==> src/rtl/assert_macros.svh <==
// Assertion macros used by the RTL of the color converter.
// Depends on nothing; defined empty when SYNTHESIS is set.
`ifndef ASSERT_MACROS_SVH
`define ASSERT_MACROS_SVH
`ifndef SYNTHESIS
`define RHC_ASSERT(lbl, clk, rst_n, prop, msg) \
  lbl: assert property (@(posedge clk) disable iff (!rst_n) prop) else $error(msg);
`define RHC_ASSERT_NEVER(lbl, clk, rst_n, expr, msg) \
  lbl: assert property (@(posedge clk) disable iff (!rst_n) !(expr)) else $error(msg);
`else
`define RHC_ASSERT(lbl, clk, rst_n, prop, msg)
`define RHC_ASSERT_NEVER(lbl, clk, rst_n, expr, msg)
`endif
`endif

==> src/rtl/rhc_pkg.sv <==
// Package of the RGB/HSV converter: widths, constants, item types, helpers.
// Depends on nothing.
package rhc_pkg;

  localparam int CHANNEL_BITS = 16;
  localparam int FIELD_W      = 16;
  localparam int SEC_W        = 12;
  localparam int QB           = (CHANNEL_BITS > FIELD_W) ? CHANNEL_BITS : FIELD_W;
  localparam int KW           = CHANNEL_BITS + SEC_W;
  localparam int NW           = KW + QB;
  localparam int LANES        = 3;

  localparam logic [31:0]        CMAX32  = 32'((64'd1 << CHANNEL_BITS) - 64'd1);
  localparam logic [KW-1:0]      CMAX_K  = KW'((64'd1 << CHANNEL_BITS) - 64'd1);
  localparam logic [KW-1:0]      K_CONST = KW'(((64'd1 << CHANNEL_BITS) - 64'd1) * 64'd3840);
  localparam logic [SEC_W-1:0]   SEC_LEN = 12'd3840;

  localparam logic [FIELD_W-1:0] HUE_SEC        = 16'd3840;
  localparam logic [FIELD_W-1:0] HUE_GREEN_BASE = 16'd7680;
  localparam logic [FIELD_W-1:0] HUE_BLUE_BASE  = 16'd15360;
  localparam logic [FIELD_W-1:0] HUE_FULL       = 16'd23040;

  localparam logic OP_TO_HSV = 1'b0;
  localparam logic OP_TO_RGB = 1'b1;

  typedef enum logic [1:0] {
    MAX_RED,
    MAX_GREEN,
    MAX_BLUE
  } rhc_max_e;

  typedef struct packed {
    logic               opcode;
    logic [FIELD_W-1:0] channel_a;
    logic [FIELD_W-1:0] channel_b;
    logic [FIELD_W-1:0] channel_c;
  } rhc_in_t;

  typedef struct packed {
    logic [FIELD_W-1:0] result_a;
    logic [FIELD_W-1:0] result_b;
    logic [FIELD_W-1:0] result_c;
  } rhc_out_t;

  // Per-item control that rides along the divider chain
  typedef struct packed {
    logic               to_rgb;
    logic               special;
    rhc_max_e           sel;
    logic               neg;
    logic [2:0]         sector;
    logic [FIELD_W-1:0] v;
  } rhc_side_t;

  typedef struct packed {
    logic [NW-1:0] rem;
    logic [NW-1:0] dsh;
    logic [QB-1:0] quo;
  } rhc_lane_t;

  typedef rhc_lane_t [LANES-1:0] rhc_lanes_t;

  function automatic logic [FIELD_W-1:0] clamp_ch(input logic [FIELD_W-1:0] x);
    logic [FIELD_W-1:0] r;
    r = (32'(x) > CMAX32) ? CMAX32[FIELD_W-1:0] : x;
    return r;
  endfunction

  function automatic logic [FIELD_W-1:0] sector_base(input logic [2:0] sector);
    logic [FIELD_W-1:0] r;
    case (sector)
      3'd1:    r = 16'd3840;
      3'd2:    r = 16'd7680;
      3'd3:    r = 16'd11520;
      3'd4:    r = 16'd15360;
      3'd5:    r = 16'd19200;
      default: r = 16'd0;
    endcase
    return r;
  endfunction

endpackage

==> src/rtl/rhc_out_stage.sv <==
// Result assembly, output register and skid register of the converter.
// Depends on rhc_pkg.
module rhc_out_stage
  import rhc_pkg::*;
(
  input  logic       clk_i,
  input  logic       rst_ni,
  input  logic       valid_i,
  input  rhc_lanes_t lanes_i,
  input  rhc_side_t  side_i,
  output logic       en_o,
  output logic       out_valid_o,
  input  logic       out_stall_i,
  output rhc_out_t   out_item_o
);

  logic [FIELD_W-1:0] q0, q1, q2, base, wrap;
  rhc_out_t           res;
  rhc_out_t           skid_q;
  logic               skid_valid_q;
  logic               out_fire, push;

  always_comb begin
    q0 = lanes_i[0].quo[FIELD_W-1:0];
    q1 = lanes_i[1].quo[FIELD_W-1:0];
    q2 = lanes_i[2].quo[FIELD_W-1:0];
    case (side_i.sel)
      MAX_GREEN: base = HUE_GREEN_BASE;
      MAX_BLUE:  base = HUE_BLUE_BASE;
      default:   base = '0;
    endcase
    // A red hue only wraps when the truncated offset is nonzero
    wrap = ((side_i.sel == MAX_RED) && (q1 != '0)) ? HUE_FULL : base;
    if (!side_i.to_rgb) begin
      if (side_i.special) begin
        res = '{result_a: '0, result_b: '0, result_c: side_i.v};
      end else begin
        res.result_a = side_i.neg ? (wrap - q1) : (base + q1);
        res.result_b = q0;
        res.result_c = side_i.v;
      end
    end else if (side_i.special) begin
      res = '{result_a: side_i.v, result_b: side_i.v, result_c: side_i.v};
    end else begin
      // p = q0, q = q1, t = q2
      case (side_i.sector)
        3'd0:    res = '{result_a: side_i.v, result_b: q2, result_c: q0};
        3'd1:    res = '{result_a: q1, result_b: side_i.v, result_c: q0};
        3'd2:    res = '{result_a: q0, result_b: side_i.v, result_c: q2};
        3'd3:    res = '{result_a: q0, result_b: q1, result_c: side_i.v};
        3'd4:    res = '{result_a: q2, result_b: q0, result_c: side_i.v};
        default: res = '{result_a: side_i.v, result_b: q0, result_c: q1};
      endcase
    end
  end

  assign en_o     = !skid_valid_q;
  assign out_fire = out_valid_o && !out_stall_i;
  assign push     = en_o && valid_i;

  always_ff @(posedge clk_i or negedge rst_ni) begin
    if (!rst_ni) begin
      out_valid_o  <= 1'b0;
      skid_valid_q <= 1'b0;
    end else if (skid_valid_q) begin
      if (out_fire) begin
        skid_valid_q <= 1'b0;
      end
    end else if (push) begin
      if (!out_valid_o || out_fire) begin
        out_valid_o <= 1'b1;
      end else begin
        skid_valid_q <= 1'b1;
      end
    end else if (out_fire) begin
      out_valid_o <= 1'b0;
    end
  end

  always_ff @(posedge clk_i) begin
    if (skid_valid_q) begin
      if (out_fire) begin
        out_item_o <= skid_q;
      end
    end else if (push) begin
      if (!out_valid_o || out_fire) begin
        out_item_o <= res;
      end else begin
        skid_q <= res;
      end
    end
  end

endmodule

==> config.mk <==
export PLATFORM = sky130hd
export DESIGN_NAME = rhc_out_stage
export DESIGN_NICKNAME = d
export VERILOG_FILES = /design/src/rtl/assert_macros.svh /design/src/rtl/rhc_pkg.sv /design/src/rtl/rhc_out_stage.sv
export SDC_FILE = /design/constraint.sdc
export NUM_CORES = 1
export LEC_CHECK = 0
export BUFFER_PORTS_ARGS = -buffer_cell sky130_fd_sc_hd__buf_2
export CAP_MARGIN = 20
export CELL_PAD_IN_SITES_DETAIL_PLACEMENT = 1
export CELL_PAD_IN_SITES_GLOBAL_PLACEMENT = 2
export CORE_AREA = 8 8 169 171
export CTS_CLUSTER_DIAMETER = 120
export CTS_CLUSTER_SIZE = 20
export DETAILED_ROUTE_END_ITERATION = 8
export DIE_AREA = 0 0 177 179
export PLACE_DENSITY = 0.89
export SETUP_SLACK_MARGIN = 0.1
export SYNTH_ARGS = -nofsm -noshare
export SYNTH_HDL_FRONTEND = slang
export SYNTH_SLANG_ARGS = --single-unit
export TNS_END_PERCENT = 100
==> constraint.sdc <==
create_clock -name clk_i -period 13 [get_ports clk_i]
set_input_delay 1.3 -clock clk_i [delete_from_list [all_inputs] [get_ports clk_i]]
set_output_delay 1.3 -clock clk_i [all_outputs]
set_load 0.01 [all_outputs]
Yosys cells after proc, flatten, opt, wreduce, memory -nomap -nowiden
Cells that the tools add are included.
{"block": "word_totals", "rom_bits": 0, "regBits": 98, "latch_bits": 0, "ram_bits": 0, "memories": 0}
{"block": "op_classes", "multipliers": 0, "n_reduce_logical": 16, "order_cmp": 0, "n_bitwise": 2, "addsub": 2, "shifts": 0, "div": 0, "eq_ne": 8, "mux": 18}
{"op": "$mux W48", "count": 7}
{"op": "$pmux W48 S5", "count": 1}
{"op": "$mux W16", "count": 2}
{"op": "$pmux W14 S2", "count": 1}
{"op": "$add A16 B16 Y16", "count": 1}
{"op": "$reduce_bool A16 Y1", "count": 1}
{"op": "$sub A16 B16 Y16", "count": 1}
{"op": "$reduce_and A3 Y1", "count": 3}
{"op": "$mux W1", "count": 7}
{"op": "$eq A3 B2 Y1 const B", "count": 2}
{"op": "$reduce_bool A2 Y1", "count": 3}
{"op": "$ne A2 B1 Y1 const B", "count": 2}
{"op": "$eq A3 B1 Y1 const B", "count": 1}
{"op": "$eq A3 B3 Y1 const B", "count": 1}
{"op": "$logic_and A1 B1 Y1", "count": 3}
{"op": "$logic_not A1 Y1", "count": 3}
{"op": "$logic_not A3 Y1", "count": 1}
{"op": "$eq A2 B1 Y1 const B", "count": 1}
{"op": "$eq A2 B2 Y1 const B", "count": 1}
{"op": "$logic_not A2 Y1", "count": 1}
{"op": "$not A1 Y1", "count": 2}
{"op": "$logic_or A1 B1 Y1", "count": 1}

Logic depth before layout (Yosys ltp)
{"block": "depth", "depth_word": 10, "mapped_depth": 14, "mapped_depth_nobuf": 13}

Worst setup path after synthesis
No wires, ideal clock.
{"block": "synth_timing", "path_kind": "input -> register", "start": "in out_stall_i", "end": "reg out_item_o[0] in the netlist's numbering (enable)", "required_time_ns": 12.473, "arrival_time_ns": 4.893, "path_stages": 2, "path_buffers": 0, "setup_slack_ns": 7.580, "setup_ns": 0.527, "path_cell_list": "nand2_1 > a21boi_0"}
{"block": "synth_via", "elab_chain_cells": 5, "word_cells_on_any_way": 6, "cone_classes": "eq/ne: 1; reduce/logical: 5"}
{"item": "start, declared", "line": "rhc_out_stage.sv:13", "rtl": "input logic out_stall_i,"}
{"item": "$logic_not A1 Y1 (*)", "line": "rhc_out_stage.sv:58", "rtl": "assign out_fire = out_valid_o && !out_stall_i;"}
{"item": "$logic_and A1 B1 Y1 (*)", "line": "rhc_out_stage.sv:58"}
{"item": "$logic_or A1 B1 Y1", "line": "rhc_out_stage.sv:86", "rtl": "if (!out_valid_o || out_fire) begin"}
{"item": "$reduce_bool A2 Y1 (no line)"}
{"item": "$reduce_and A3 Y1 (no line) (*)"}
{"item": "end signal, assigned", "line": "rhc_out_stage.sv:83", "rtl": "out_item_o <= skid_q;"}
{"item": "end signal, assigned", "line": "rhc_out_stage.sv:87", "rtl": "out_item_o <= res;"}
{"item": "end, declared", "line": "rhc_out_stage.sv:14", "rtl": "output rhc_out_t out_item_o"}
Mark *: on every way between the ends. The rest lies on a longest branch, timed or not.
A chain may end at the register's enable or synchronous reset.

==> key figures <==
Clock network
  • Max H-tree Level: 3
  • Worst-Skew Late Latency: 0.36 ns
  • Num CTS Buffers: 9
  • CTS Sinks: 98
  • Hold_buf cts: 0
  • CTS tree: done
  • Post-CTS setup buffers: 0
  • Clock Path Buffers: 2
  • Root Driver: clkbuf_16
  • Clock Pin Slew Worst Setup and Hold Paths: 0.08 ns
  • Cts repair resizes: 0

Floorplanning
  • Chip Height: 179 um
  • I/O Pins: 390
  • Row Count: 59
  • Die Wd: 177 um
  • Core footprint: 25800 sq um
  • Initial Utilization: 26.7%
  • Die area: 31700 sq um

Cells and area
  • Share of layout cells above drive strength 1: 27.2%
  • Design area: 8030 sq um
  • Synth-to-Final Area Change: 16.7%
  • Final nets: 1122

Critical path
  • Startpoint types: input pin
  • CP endpoint kind: register
  • Flop2flop setup slack: 10.83 ns
  • Top Family by Delay on Critical Path: simple AND/OR/NAND/NOR gates
  • Buffers and inverters on the worst path: 2
  • Crit path required time: 13.11 ns
  • Slowest stage delay, CP: 0.53 ns
  • CP max stage cell: o41ai_1
  • Crit path kind: in2reg
  • CP cell instances: buf_2 > inv_1 > ha_1 > nor2b_1 > nand4_1 > o41ai_1 > nand2_1 > ha_1 > nor4bb_1 > nand4_1 > a22oi_1 > o221ai_1 > mux2_2
  • Arrival time worst endpoint: 4.66 ns
  • Largest fanout on the critical path: 9

Logic synthesis
  • Asr flop ratio synth: 2.04%
  • Top-area cell type share of the netlist area: 41.9%
  • Count leader, synth: edfxtp_1
  • Post-synthesis sequential area ratio: 42.6%
  • Commonest cells in the netlist: edfxtp_1 (96), nand2_1 (71), o21ai_0 (47)
  • Synth Area in Compound Gates: 23.7%
  • Synth area leaders: edfxtp_1 (42%), mux2_2 (7.0%), nand2_1 (3.9%), o21ai_0 (3.4%), mux2i_1 (2.9%)
  • Adder-cell share of the synthesized area: 3.02%
  • Syn Nets: 1032
  • Syn avg cell area: 10.2 sq um
  • Xor-xnor portion of the synthesized cell area: 1.15%
  • EDFF count, synth: 96
  • Combinational family with the most area after synthesis: compound AO/OA/AOI/OAI gates
  • Post-synthesis cell type count: 73
  • Cells after Synth: 676
  • Prevailing post-synth register cell: edfxtp_1
  • Post-Synth Simple-Gate Area: 13.6%
  • Warning count from the yosys run: 0
  • Mux contribution to synthesized area: 10.2%
  • Cell taking the most area after synthesis: edfxtp_1
  • #FFs+latches synth: 98
  • Synth Cell Area: 6880 sq um

Power and ir drop
  • Combinational fraction of design power: 35.2%
  • Sw Ratio: 34.9%
  • Power Density: 150 nW/um^2
  • Total power: 1.21 mW
  • Clk pwr share: 23.2%
  • Pleak: 3.11 nW
  • Cell Int Power: 0.787 mW
  • Sequential share of power: 41.6%
  • Switch Pwr: 0.421 mW
  • Worst VDD drop: 117 uV

Hold path
  • Hold Path Class: reg2reg

Timing
  • Minimum clock period: 4.56 ns
  • Setup Skew: 0.0114 ns
  • Slew Viols, Final: 0
  • Setup TNS Final: 0 ns
  • WHS: 0.549 ns
  • RSZ-0062 raised after global routing: no
  • Worst-Margin Slew: 0.907 ns
  • F_max: 0.219 GHz
  • Final setup fails: 0
  • Final hold vios: 0
  • Slew HR: 39.5%
  • Tcrit/Tclk final: 35.1%

Placement
  • Routability cong.: 0.834
  • Post-detail-place hpwl: 17500 um
  • Placed inst area: 7730 sq um
  • IO Port Bufs: 125

Route
  • Vias/cell: 5.38
  • Avg WL per Cell: 22.2 um
  • DRT Pass-1 Iters: 5
  • Post-route DRC: 0
  • Vias post-DR: 5958
  • Post-route ant nets: 0
  • DRT Wirelength: 24600 um
  • DRT iter0 DRCs: 448

Run
  • Max-Cap Viols: 0

Global route
  • Global route total overflow: 0
  • Largest net degree at the start of global routing: 75
  • Global-route wire length before repair: 37200 um
  • Number of global-route vias before repair: 6114
  • Initial antenna violation count: 4
  • Total GRT Usage: 15.3%

Outcome
  • Outcome: complete, no violations
## stage by stage
| stage | util, % | setup WS, ns | std cells |
|---|---|---|---|
| after floorplan | - | 7.58 | 676 |
| after global placement | 30.0 | 8.15 | 1090 |
| after detailed placement | 30.0 | 8.09 | 1090 |
| after CTS | 31.2 | 8.44 | 1106 |
| after global routing | 31.2 | 8.15 | 1106 |
| final | 31.2 | 8.44 | 1107 |
## power groups by stage
stage | combinational (mW) | clock [mW] | sequential [mW]
floorplan | 0.229 | 0 | 0.544
global placement | 0.425 | 0 | 0.509
detailed placement | 0.436 | 0 | 0.510
CTS | 0.437 | 0.291 | 0.505
global route | 0.467 | 0.301 | 0.511
finish | 0.425 | 0.281 | 0.502
## registers in the layout, indices dropped and copies added, names as in the netlist
name and count:
skid_q 48, out_item_o 48, out_valid_o 1, skid_valid_q 1
## final cells by class
cell class	count	area [sq um]
Inverter	19	71.3
Antenna cell	1	2.50
Timing Repair Buffer	140	738
Clock inverter	6	66.3
Clock buffer	10	229
Tap cell	335	419
Multi-Input combinational cell	498	3570
Fill cell	2976	17700
Sequential cell	98	2930
## final timing paths
check,cells past startpoint,to,start
min,1,out_item_o[17],skid_q[17]
min in group asynchronous,1,skid_valid_q,rst_ni
max in group asynchronous,1,out_valid_o,rst_ni
min reg2reg,1,out_item_o[17],skid_q[17]
max reg2reg,3,out_item_o[10],skid_valid_q
max,13,out_item_o[43],lanes_i[104]
## cells in the final DEF (no fill, tap or decap), types with 5 or more instances in the layout
master	count
nor3_1	8
a22o_1	16
nand3b_1	6
a31oi_1	21
buf_2	125
nor2b_1	24
nand3_1	9
xnor2_1	8
mux2i_1	20
a22oi_1	14
nand2_1	71
and2_1	14
mux2_2	43
and2_0	5
buf_4	15
ha_1	15
o31ai_1	14
o21ai_0	47
clkbuf_16	9
a21oi_1	12
a211oi_1	18
inv_1	18
nor2_1	18
o41ai_1	17
nand2b_1	6
a21o_1	22
edfxtp_1	96
o21ai_1	6
## per-layer routing
layer | vias up | routed length [um] | GRT usage (%)
met1 | 2966 | 11500 | 20.4
met4 | 8 | 321 | 3.43
met5 | - | 51 | 0
met3 | 31 | 1450 | 3.60
met2 | 180 | 11300 | 24.7
li1 | 2773 | - | -
## kinds of logic after synthesis
| kind of cell | count (synthesis) |
|---|---|
| AO/OA/AOI/OAI | 227 |
| AND/OR/NAND/NOR | 182 |
| flip-flops | 98 |
| buffers and inverters | 80 |
| multiplexers | 64 |
| adder cells (fa/ha/maj) | 16 |
| XOR/XNOR | 9 |
No activity file was read; power rests on OpenSTA's default activity.
