===== config.mk =====
export PLATFORM = sky130hd
export DESIGN_NAME = rhc_div_cell
export DESIGN_NICKNAME = d
export VERILOG_FILES = /design/src/rtl/assert_macros.svh /design/src/rtl/rhc_pkg.sv /design/src/rtl/rhc_div_cell.sv
export SDC_FILE = /design/constraint.sdc
export NUM_CORES = 1
export LEC_CHECK = 0
export BUFFER_PORTS_ARGS = -buffer_cell sky130_fd_sc_hd__buf_4
export CORE_AREA = 10 10 255 257
export DETAILED_ROUTE_END_ITERATION = 8
export DIE_AREA = 0 0 265 267
export GPL_TIMING_DRIVEN = 0
export PLACE_DENSITY = 0.58
export SLEW_MARGIN = 30
export SYNTH_ARGS = -nofsm -noshare
export SYNTH_HDL_FRONTEND = slang
export SYNTH_SLANG_ARGS = --single-unit

===== constraint.sdc =====
create_clock -name clk_i -period 0.8 [get_ports clk_i]
set_input_delay 0.12 -clock clk_i [delete_from_list [all_inputs] [get_ports clk_i]]
set_output_delay 0.12 -clock clk_i [all_outputs]
set_load 0.005 [all_outputs]

===== src/rtl/assert_macros.svh =====
// Assertion macros used by the RTL of the color converter.
// Depends on nothing; defined empty when SYNTHESIS is set.
`ifndef ASSERT_MACROS_SVH
`define ASSERT_MACROS_SVH
`ifndef SYNTHESIS
`define RHC_ASSERT(lbl, clk, rst_n, prop, msg) \
  lbl: assert property (@(posedge clk) disable iff (!rst_n) prop) else $error(msg);
`define RHC_ASSERT_NEVER(lbl, clk, rst_n, expr, msg) \
  lbl: assert property (@(posedge clk) disable iff (!rst_n) !(expr)) else $error(msg);
`else
`define RHC_ASSERT(lbl, clk, rst_n, prop, msg)
`define RHC_ASSERT_NEVER(lbl, clk, rst_n, expr, msg)
`endif
`endif


===== src/rtl/rhc_pkg.sv =====
// Package of the RGB/HSV converter: widths, constants, item types, helpers.
// Depends on nothing.
package rhc_pkg;

  localparam int CHANNEL_BITS = 16;
  localparam int FIELD_W      = 16;
  localparam int SEC_W        = 12;
  localparam int QB           = (CHANNEL_BITS > FIELD_W) ? CHANNEL_BITS : FIELD_W;
  localparam int KW           = CHANNEL_BITS + SEC_W;
  localparam int NW           = KW + QB;
  localparam int LANES        = 3;

  localparam logic [31:0]        CMAX32  = 32'((64'd1 << CHANNEL_BITS) - 64'd1);
  localparam logic [KW-1:0]      CMAX_K  = KW'((64'd1 << CHANNEL_BITS) - 64'd1);
  localparam logic [KW-1:0]      K_CONST = KW'(((64'd1 << CHANNEL_BITS) - 64'd1) * 64'd3840);
  localparam logic [SEC_W-1:0]   SEC_LEN = 12'd3840;

  localparam logic [FIELD_W-1:0] HUE_SEC        = 16'd3840;
  localparam logic [FIELD_W-1:0] HUE_GREEN_BASE = 16'd7680;
  localparam logic [FIELD_W-1:0] HUE_BLUE_BASE  = 16'd15360;
  localparam logic [FIELD_W-1:0] HUE_FULL       = 16'd23040;

  localparam logic OP_TO_HSV = 1'b0;
  localparam logic OP_TO_RGB = 1'b1;

  typedef enum logic [1:0] {
    MAX_RED,
    MAX_GREEN,
    MAX_BLUE
  } rhc_max_e;

  typedef struct packed {
    logic               opcode;
    logic [FIELD_W-1:0] channel_a;
    logic [FIELD_W-1:0] channel_b;
    logic [FIELD_W-1:0] channel_c;
  } rhc_in_t;

  typedef struct packed {
    logic [FIELD_W-1:0] result_a;
    logic [FIELD_W-1:0] result_b;
    logic [FIELD_W-1:0] result_c;
  } rhc_out_t;

  // Per-item control that rides along the divider chain
  typedef struct packed {
    logic               to_rgb;
    logic               special;
    rhc_max_e           sel;
    logic               neg;
    logic [2:0]         sector;
    logic [FIELD_W-1:0] v;
  } rhc_side_t;

  typedef struct packed {
    logic [NW-1:0] rem;
    logic [NW-1:0] dsh;
    logic [QB-1:0] quo;
  } rhc_lane_t;

  typedef rhc_lane_t [LANES-1:0] rhc_lanes_t;

  function automatic logic [FIELD_W-1:0] clamp_ch(input logic [FIELD_W-1:0] x);
    logic [FIELD_W-1:0] r;
    r = (32'(x) > CMAX32) ? CMAX32[FIELD_W-1:0] : x;
    return r;
  endfunction

  function automatic logic [FIELD_W-1:0] sector_base(input logic [2:0] sector);
    logic [FIELD_W-1:0] r;
    case (sector)
      3'd1:    r = 16'd3840;
      3'd2:    r = 16'd7680;
      3'd3:    r = 16'd11520;
      3'd4:    r = 16'd15360;
      3'd5:    r = 16'd19200;
      default: r = 16'd0;
    endcase
    return r;
  endfunction

endpackage


===== src/rtl/rhc_div_cell.sv =====
// One cell of the divider chain: one restoring quotient bit on each lane.
// Depends on rhc_pkg.
module rhc_div_cell
  import rhc_pkg::*;
(
  input  logic       clk_i,
  input  logic       rst_ni,
  input  logic       en_i,
  input  logic       valid_i,
  input  rhc_lanes_t lanes_i,
  input  rhc_side_t  side_i,
  output logic       valid_o,
  output rhc_lanes_t lanes_o,
  output rhc_side_t  side_o
);

  rhc_lanes_t lanes_d;
  logic       ge;

  always_comb begin
    ge = 1'b0;
    for (int l = 0; l < LANES; l++) begin
      ge = (lanes_i[l].rem >= lanes_i[l].dsh);
      lanes_d[l].rem = ge ? (lanes_i[l].rem - lanes_i[l].dsh) : lanes_i[l].rem;
      lanes_d[l].dsh = lanes_i[l].dsh >> 1;
      lanes_d[l].quo = {lanes_i[l].quo[QB-2:0], ge};
    end
  end

  always_ff @(posedge clk_i or negedge rst_ni) begin
    if (!rst_ni) begin
      valid_o <= 1'b0;
    end else if (en_i) begin
      valid_o <= valid_i;
    end
  end

  always_ff @(posedge clk_i) begin
    if (en_i) begin
      lanes_o <= lanes_d;
      side_o  <= side_i;
    end
  end

endmodule


# == Word-level counts from Yosys, hierarchy flattened ==
# Index checks and enable logic that the tools add are counted.
# classes
order_cmp,3
mux,3
n_addsub,3
# op_table
cell,count
$ge 44x44->1,3
$mux 44,3
$sub 44x44->44,3
# totals
register_bits,334
wordCells,25
inputBits,340
out_inout_bits,337

# == Depth between registers and ports, before layout ==
# Gate-level depths: netlist (run 1).
# logic_depth
word_depth,2
ltp_mapped,15
mapped_depth_nobuf,13

# == Worst setup path before layout (run 1) ==
# No wires, ideal clock.
# synth_path
kind,input to register
start,input lanes_i[226] (netlist name)
end,"register lanes_o[281] (netlist name), data pin"
required_ns,0.540
cell_stages,13
path_slack_ns,-2.087
arrival_ns,2.627
path_buffers,2
setup_ns,0.260
cell_sequence,inv_1 > ha_1 > nor2b_1 > o31a_1 > o311a_1 > o2111ai_2 > nand2_2 > a31oi_4 > o31ai_4 > a31o_1 > buf_6 > buf_6 > mux2_4
# synth_rtl
element,line,rtl
"start, declared",rhc_div_cell.sv:10,"input rhc_lanes_t lanes_i,"
"end signal, assigned",rhc_div_cell.sv:40,lanes_o <= lanes_d;
"end, declared",rhc_div_cell.sv:13,"output rhc_lanes_t lanes_o,"

==> results.md, run 1 <==
- Outcome: finished, violations left
- Failing checks: hold timing, setup timing
- Final core occ: 56.77%
- CTS buffer count: 39
- Vias in the first global route: around 19000
- Clock Skew: 0 ns
- R2R depth: 2
- Non-Filler Instances: roughly 3700
- Clk slew on worst S/H paths: 0.06 ns
- Clock latency on the worst-skew pair: around 0.56 ns
- Total Power: a little over 0.06 W
- # hold bufs at CTS: around 330
- Yosys top cell by area: edfxtp_1
- Register area share after synthesis: about 53%
- Avg Cell Area, Syn: 11.03 um^2
- Register bit count reported by yosys: ~330
- Max_slew headroom: around three fifths
- CTS tree: done
- Max VDD drop: roughly 1.6 mV
- Grt total ovfl: 0
- GRT Resource Usage Total: between 20% and 30%
- Main synth FF type: edfxtp_1
- Most common cell in the netlist: edfxtp_1
- Fmax: 0.3862 GHz
- CP arrival: ~2.9 ns
- Multi-input gate area in the final layout: 0.01011 mm^2
- Die height: around 270 um
- CTS Buffer Depth: 3
- Final Max Tran Viols: 0
- Fillers: approximately 4900
- Worst EP required: approximately 1.1 ns
- Die Wd: 265 um
- Reg2reg end: valid_o
- Worst Setup Start Kind: input pin
- Area Overhead vs Synth: 78.18%
- Initial Util: between 30% and 40%
- Power share of the combinational group: approximately 34%
- Switching share of power: 29.51%
- Final Cycle Share: 323.6%
- Worst Hold Class: in -> reg
- Vias after detailed routing: around 18000
- Crit. Startpoint: lanes_i[268]
- Storage cell area: 0.01002 mm^2
- Share of the synthesized area in the top cell type: between 50% and 60%
- Hold Crit Start: en_i
- Setup ws final: -1.789 ns
- RSZ-0062 raised after global routing: yes
- HPWL Detailed: 58250 um
- Number of buffers added on ports: 670
- Post-synth top cells: edfxtp_1 (333), a21oi_1 (187), inv_1 (163)
- CTS Sinks: about 330
- Placer Congestion: ~0.92
- Initial antenna violation count: 9
- Worst R2R Start: valid_o
- Post-route DRC: 0
- Core ar.: about 0.06 mm^2
- Final setup viols: ~600
- Distinct cells, synth: 80
- Crit-path max FO: 7
- Layout cells sized above 1: a little over two fifths
- Synth Cell Area: between 0.015 and 0.02 mm^2
- Max Cap Violations: 0
- DRT antenna net count: 0
- Share of power burned in registers: between 30 and 40%
- Ports: slightly below 700
- WL final: 80710 um
- Via/cell ratio: about 5
- Cell Pwr Density: approximately 1800 mW/mm^2
- First-pass GRT wire length: roughly 120000 um
- Syn Inst Count: 1731
- Internal: roughly 0.043 W
- Crit path time final: 2.589 ns
- Post-synth EDFFs: around 330
- DR iter-0 viols: about 1100
- Worst setup EP type: flip-flop
- Die area: roughly 0.071 mm^2
- WHS: -0.1052 ns
- Root Driver: clkbuf_16
- Routed WL per cell: around 22 um
- # nets final: around 3300
- P_sw: ~0.018 W
- Largest cells by area after synthesis: edfxtp_1 (52%), ha_1 (8.7%), a21oi_1 (4.9%), inv_1 (3.2%), xnor2_1 (3.1%)
- Worst setup path endpoint: lanes_o[275]
- Num rows: 90
- Clock H-tree levels: 2
- Clock power frac: approximately 30%
- Final Hold Vio Count: 16
- Leak Pwr: between 10 and 15 nW
- DP Cell Count: between 3000 and 4000
- Worst-Margin Slew: just under 0.6 ns
- Critical path class: in -> reg
- Worst R2R Setup Slack: -0.12 ns
- Drt first pass iters: 5
- Setup TNS: -371.09 ns
- Synth warn: 0
- Async SR Flop Fraction: less than 1%
- Largest net degree at the start of global routing: 88
worst max-delay path, stage by stage:
cell and delay [ns]:
buf_8 0.10, inv_6 0.04, ha_4 0.13, fa_2 0.25
nor2b_4 0.05, o31a_1 0.25, o311a_1 0.33, o2111ai_2 0.26
nand2_2 0.11, a31oi_4 0.23, o31ai_4 0.09, a31o_1 0.25
buf_6 0.16, buf_12 0.14, buf_6 0.11, mux2_2 0.25
final cells by class:
type / count / share of cell area, %
Clock buffer: 48 / 3.032
Antenna cell: 8 / 0.05887
Inverter: 163 / 1.909
Sequential cell: 334 / 29.48
Multi-Input combinational cell: 1182 / 29.72
Buffer: 41 / 1.553
Clock inverter: 22 / 0.6990
Tap cell: 782 / 2.877
Timing Repair Buffer: 1107 / 30.67
power by group through the flow:
stage / logic (W) / registers (W) / clock network, W
after floorplan: 0.00728 / 0.0226 / 0
after global placement: 0.0145 / 0.0225 / 0
after detailed placement: 0.0147 / 0.0224 / 0
after CTS: 0.0193 / 0.0222 / 0.0186
after global routing: 0.0218 / 0.0225 / 0.0194
final: 0.0204 / 0.0223 / 0.0181
flip-flops by register name (all words and copies together) (netlist names):
name     cells
lanes_o    309
side_o      24
valid_o      1
stage by stage:
stage	setup WS (ns)	hold slack (ns)	instance area (um^2)
after CTS	-1.803	-0.1412	33010
after detailed placement	-2.774	-0.1024	25870
after global placement	-3.163	-0.1049	25750
after global routing	-1.865	-0.1389	34000
after floorplan	-1.960	-0.1756	19740
final	-1.789	-0.1052	34010
cell usage in the layout (no fill, tap or decap), types with 11 or more instances in the layout:
cell           instances
buf_4                526
dlygate4sd3_1        333
edfxtp_1             333
buf_6                219
inv_1                147
a21oi_1              126
ha_1                  96
nand2_1               95
nor2_1                76
xnor2_1               66
o21ai_0               59
a21o_1                56
xor2_1                44
clkbuf_16             44
a21oi_2               41
nor2_4                38
o21ai_2               31
ha_4                  27
nand4_1               25
buf_12                25
mux2_4                25
a21oi_4               24
nand2_4               24
o21bai_1              22
nand3_1               21
clkbuf_1              20
nor2_2                18
o21ai_1               17
o21a_1                15
nor2b_1               15
buf_8                 13
buf_16                12
and3_1                11
nand2_2               11
a31oi_1               11
worst min-delay path by stage:
stage	to	slack, ns	depth (start not counted)
final	lanes_o[158]	-0.11	1
after global routing	lanes_o[158]	-0.14	1
after CTS	lanes_o[68]	-0.14	1
after detailed placement	valid_o	-0.10	1
after global placement	valid_o	-0.10	1
after floorplan	valid_o	-0.18	0
cell families after synthesis:
family | synth area share, %
buf+inv | 4.779
other cells | 0.01965
xor+xnor | 5.231
mux | 2.288
compound gates | 17.03
flops | 52.52
simple gates | 9.165
fa+ha+maj | 8.968
layer usage:
layer	part of all wire [%]	GRT usage (%)	vias to the layer above	wire length [um]
met2	51	38.36	701	41350
met1	37	23.53	8831	29900
met5	0.016	0	-	13
met3	8.2	6.967	146	6636
li1	-	-	8628	-
met4	3.5	7.548	2	2810
what timing repair did:
action | in CTS | in global routing
endpoints found under the hold margin | 347 | 16
endpoints found under the setup margin | 616 | 616
buffers inserted | 66 | 26
gates resized for setup | 388 | 256
pin swaps | 78 | 60
cloned | 17 | 0
Power figures use the tool's default switching activity.
==> run 2: changes to the inputs <==
Settings changed: BUFFER_PORTS_ARGS -buffer_cell sky130_fd_sc_hd__buf_4 to unset, DONT_BUFFER_PORTS set to 1, PLACE_DENSITY 0.58 to 0.48.
==> run 2 against run 1 <==
Net effect:
- the flow still finishes with violations (hold timing, setup timing)
- routed wire length is 4.5% lower
- power is 9.1% lower
- worst hold slack worse by 0.27 ns
- critical path depth is 2 lower
- die area stayed put
- sequential power is 4% higher
- register-to-register slack better by 0.14 ns
==> results.md, run 2 (synthesis results as in run 1) <==
- Setup TNS: -298.43 ns
- Die Wd: between 200 and 300 um
- CP arrival: between 2 and 3 ns
- WL final: 77060 um
- CTS buffer count: 41
- Post-route DRC: 0
- Hold Crit Start: lanes_i[225]
- Final Cycle Share: 296.7%
- Die height: between 200 and 300 um
- Total Power: 0.05534 W
- Max_slew headroom: 48.81%
- Routed WL per cell: about 26 um
- Grt total ovfl: 0
- Worst path bufs/invs: 3
- Critical path class: in -> reg
- Num rows: 90
- Worst EP required: roughly 1.1 ns
- Leak Pwr: about 11 nW
- Biggest register: lanes_o
- Clock Skew: 0 ns
- Largest regs: lanes_o (309), side_o (24), valid_o (1)
- Clk slew on worst S/H paths: 0.06 ns
- Final Hold Vio Count: around 110
- Vias after detailed routing: approximately 16000
- Multi-input gate area in the final layout: 0.009787 mm^2
- Crit-path max cell delay: around 0.36 ns
- Core ar.: about 0.06 mm^2
- Clock H-tree levels: 2
- RSZ-0062 raised after global routing: yes
- Crit path time final: ~2.4 ns
- Fillers: 5475
- Most common library cell in the layout ignoring fill and taps: edfxtp_1
- Critical Path, Cell by Cell: inv_12 -> ha_4 -> fa_2 -> nor2b_4 -> o31a_1 -> o21ai_4 -> o211a_4 -> o21ai_4 -> a21o_1 -> a2111oi_4 -> a21oi_4 -> buf_6 -> buf_12 -> mux2_4
- Largest net degree at the start of global routing: roughly 340
- Failing checks: hold timing, setup timing
- CTS Sinks: 334
- Storage cell area: ~0.01 mm^2
- Outcome: finished, violations left
- Cell Pwr Density: roughly 2000 mW/mm^2
- DRT antenna net count: 0
- Drt first pass iters: 5
- Worst Hold Class: in -> reg
- Root Driver: clkbuf_16
- Layout cells sized above 1: a little under a quarter
- Worst Setup Start Kind: input pin
- Placer Congestion: 0.8762
- Worst R2R Setup Slack: roughly 0.02 ns
- Final setup viols: ~470
- Area Overhead vs Synth: 44.72%
- Fmax: around 0.42 GHz
- Clock latency on the worst-skew pair: between 0.5 and 0.6 ns
- DP Cell Count: roughly 2500
- Max VDD drop: about 1.3 mV
- GRT Resource Usage Total: 20.72%
- Initial antenna violation count: 8
- CP top delay family: compound AO/OA/AOI/OAI gates
- Setup ws final: -1.574 ns
- # nets final: between 2000 and 3000
- CP most frequent cell: o21ai_4
- First-pass GRT wire length: approximately 110000 um
- Max reg flops: just over 300
- Worst R2R Start: valid_o
- Via/cell ratio: approximately 5.2
- Placed cell areas: between 0.02 and 0.025 mm^2
- Vias in the first global route: ~16000
- Initial Util: a little under a third
- R2R depth: 1
- CTS Buffer Depth: 3
- DR iter-0 viols: ~1100
- Crit-path max FO: 6
- Hold Crit Depth: 0
- Number of buffers added on ports: 0
- Worst-Margin Slew: around 0.77 ns
- Most frequent cells in the layout: edfxtp_1 (333), dlygate4sd3_1 (322), inv_1 (150)
- CTS tree: done
- HPWL Detailed: 54430 um
- Critical-path top delay cell: fa_2
- Worst setup EP type: flip-flop
- Final Max Tran Viols: 0
- Ports: around 680
- WHS: -0.3719 ns
- Non-Filler Instances: about 3000
- Reg2reg end: valid_o
- Die area: roughly 0.071 mm^2
- Sink of the worst hold path: lanes_o[224]
- Max Cap Violations: 0
- Post-layout instance area: 0.02762 mm^2
==> run 2: changes by cell type in the layout (fill, tap and decap cells not counted), moves of 12 or more <==
cell	before	now
nor2_1	76	96
nor2_4	38	22
nand2_4	24	9
buf_6	219	18
nand2_1	95	109
a21oi_4	24	12
buf_4	526	74
==> run 2: how the worst max path moves through the flow <==
stage                      start            to  slack, ns  cells after the start
floorplan           lanes_i[226]  lanes_o[281]      -1.96                     13
finish              lanes_i[164]  lanes_o[200]      -1.57                     14
global placement    lanes_i[256]  lanes_o[295]      -2.64                     15
CTS                 lanes_i[268]  lanes_o[288]      -1.68                     14
global route        lanes_i[232]  lanes_o[278]      -1.66                     13
detailed placement  lanes_i[256]  lanes_o[297]      -2.57                     15
==> run 2: through the flow <==
step	setup WS, ns	utilization, %
floorplan	-1.960	-
global placement	-2.643	34.58
global route	-1.656	46.10
finish	-1.574	46.11
CTS	-1.677	45.16
detailed placement	-2.571	34.58
==> run 2: per-layer routing <==
metal  vias to the layer above  share of wire (%)  global-route usage (%)
li1                       7264                  -                       -
met1                      7596                 38                   23.37
met2                       657                 50                   36.62
met3                       133                8.8                   6.819
met4                         4                3.0                   6.290
met5                         -              0.040                       0
==> run 2: layout make-up <==
class                      instances  share of cell area (%)
multi-input combinational       1182                   35.43
timing repair buffer             429                   15.74
tap                              782                   3.542
clock buffer                      52                   3.936
buffer                            38                   1.717
antenna                            1                0.009060
clock inverter                    22                  0.8652
sequential                       334                   36.29
inverter                         163                   2.464
==> run 2: report_power, final <==
group	total, W	switching (W)	internal (W)
registers	0.0231	0.00147	0.0216
logic	0.0138	0.00699	0.00681
clock network	0.0184	0.00773	0.0107
total	0.0553	0.0162	0.0391
==> run 2: what timing repair did <==
action / in CTS / in global routing
pin swaps: 74 / 56
buffers inserted: 67 / 35
hold buffers: 314 / 8
endpoints found under the hold margin: 665 / 355
resized for setup: 218 / 144
cloned: 15 / 0
endpoints found under the setup margin: 469 / 469
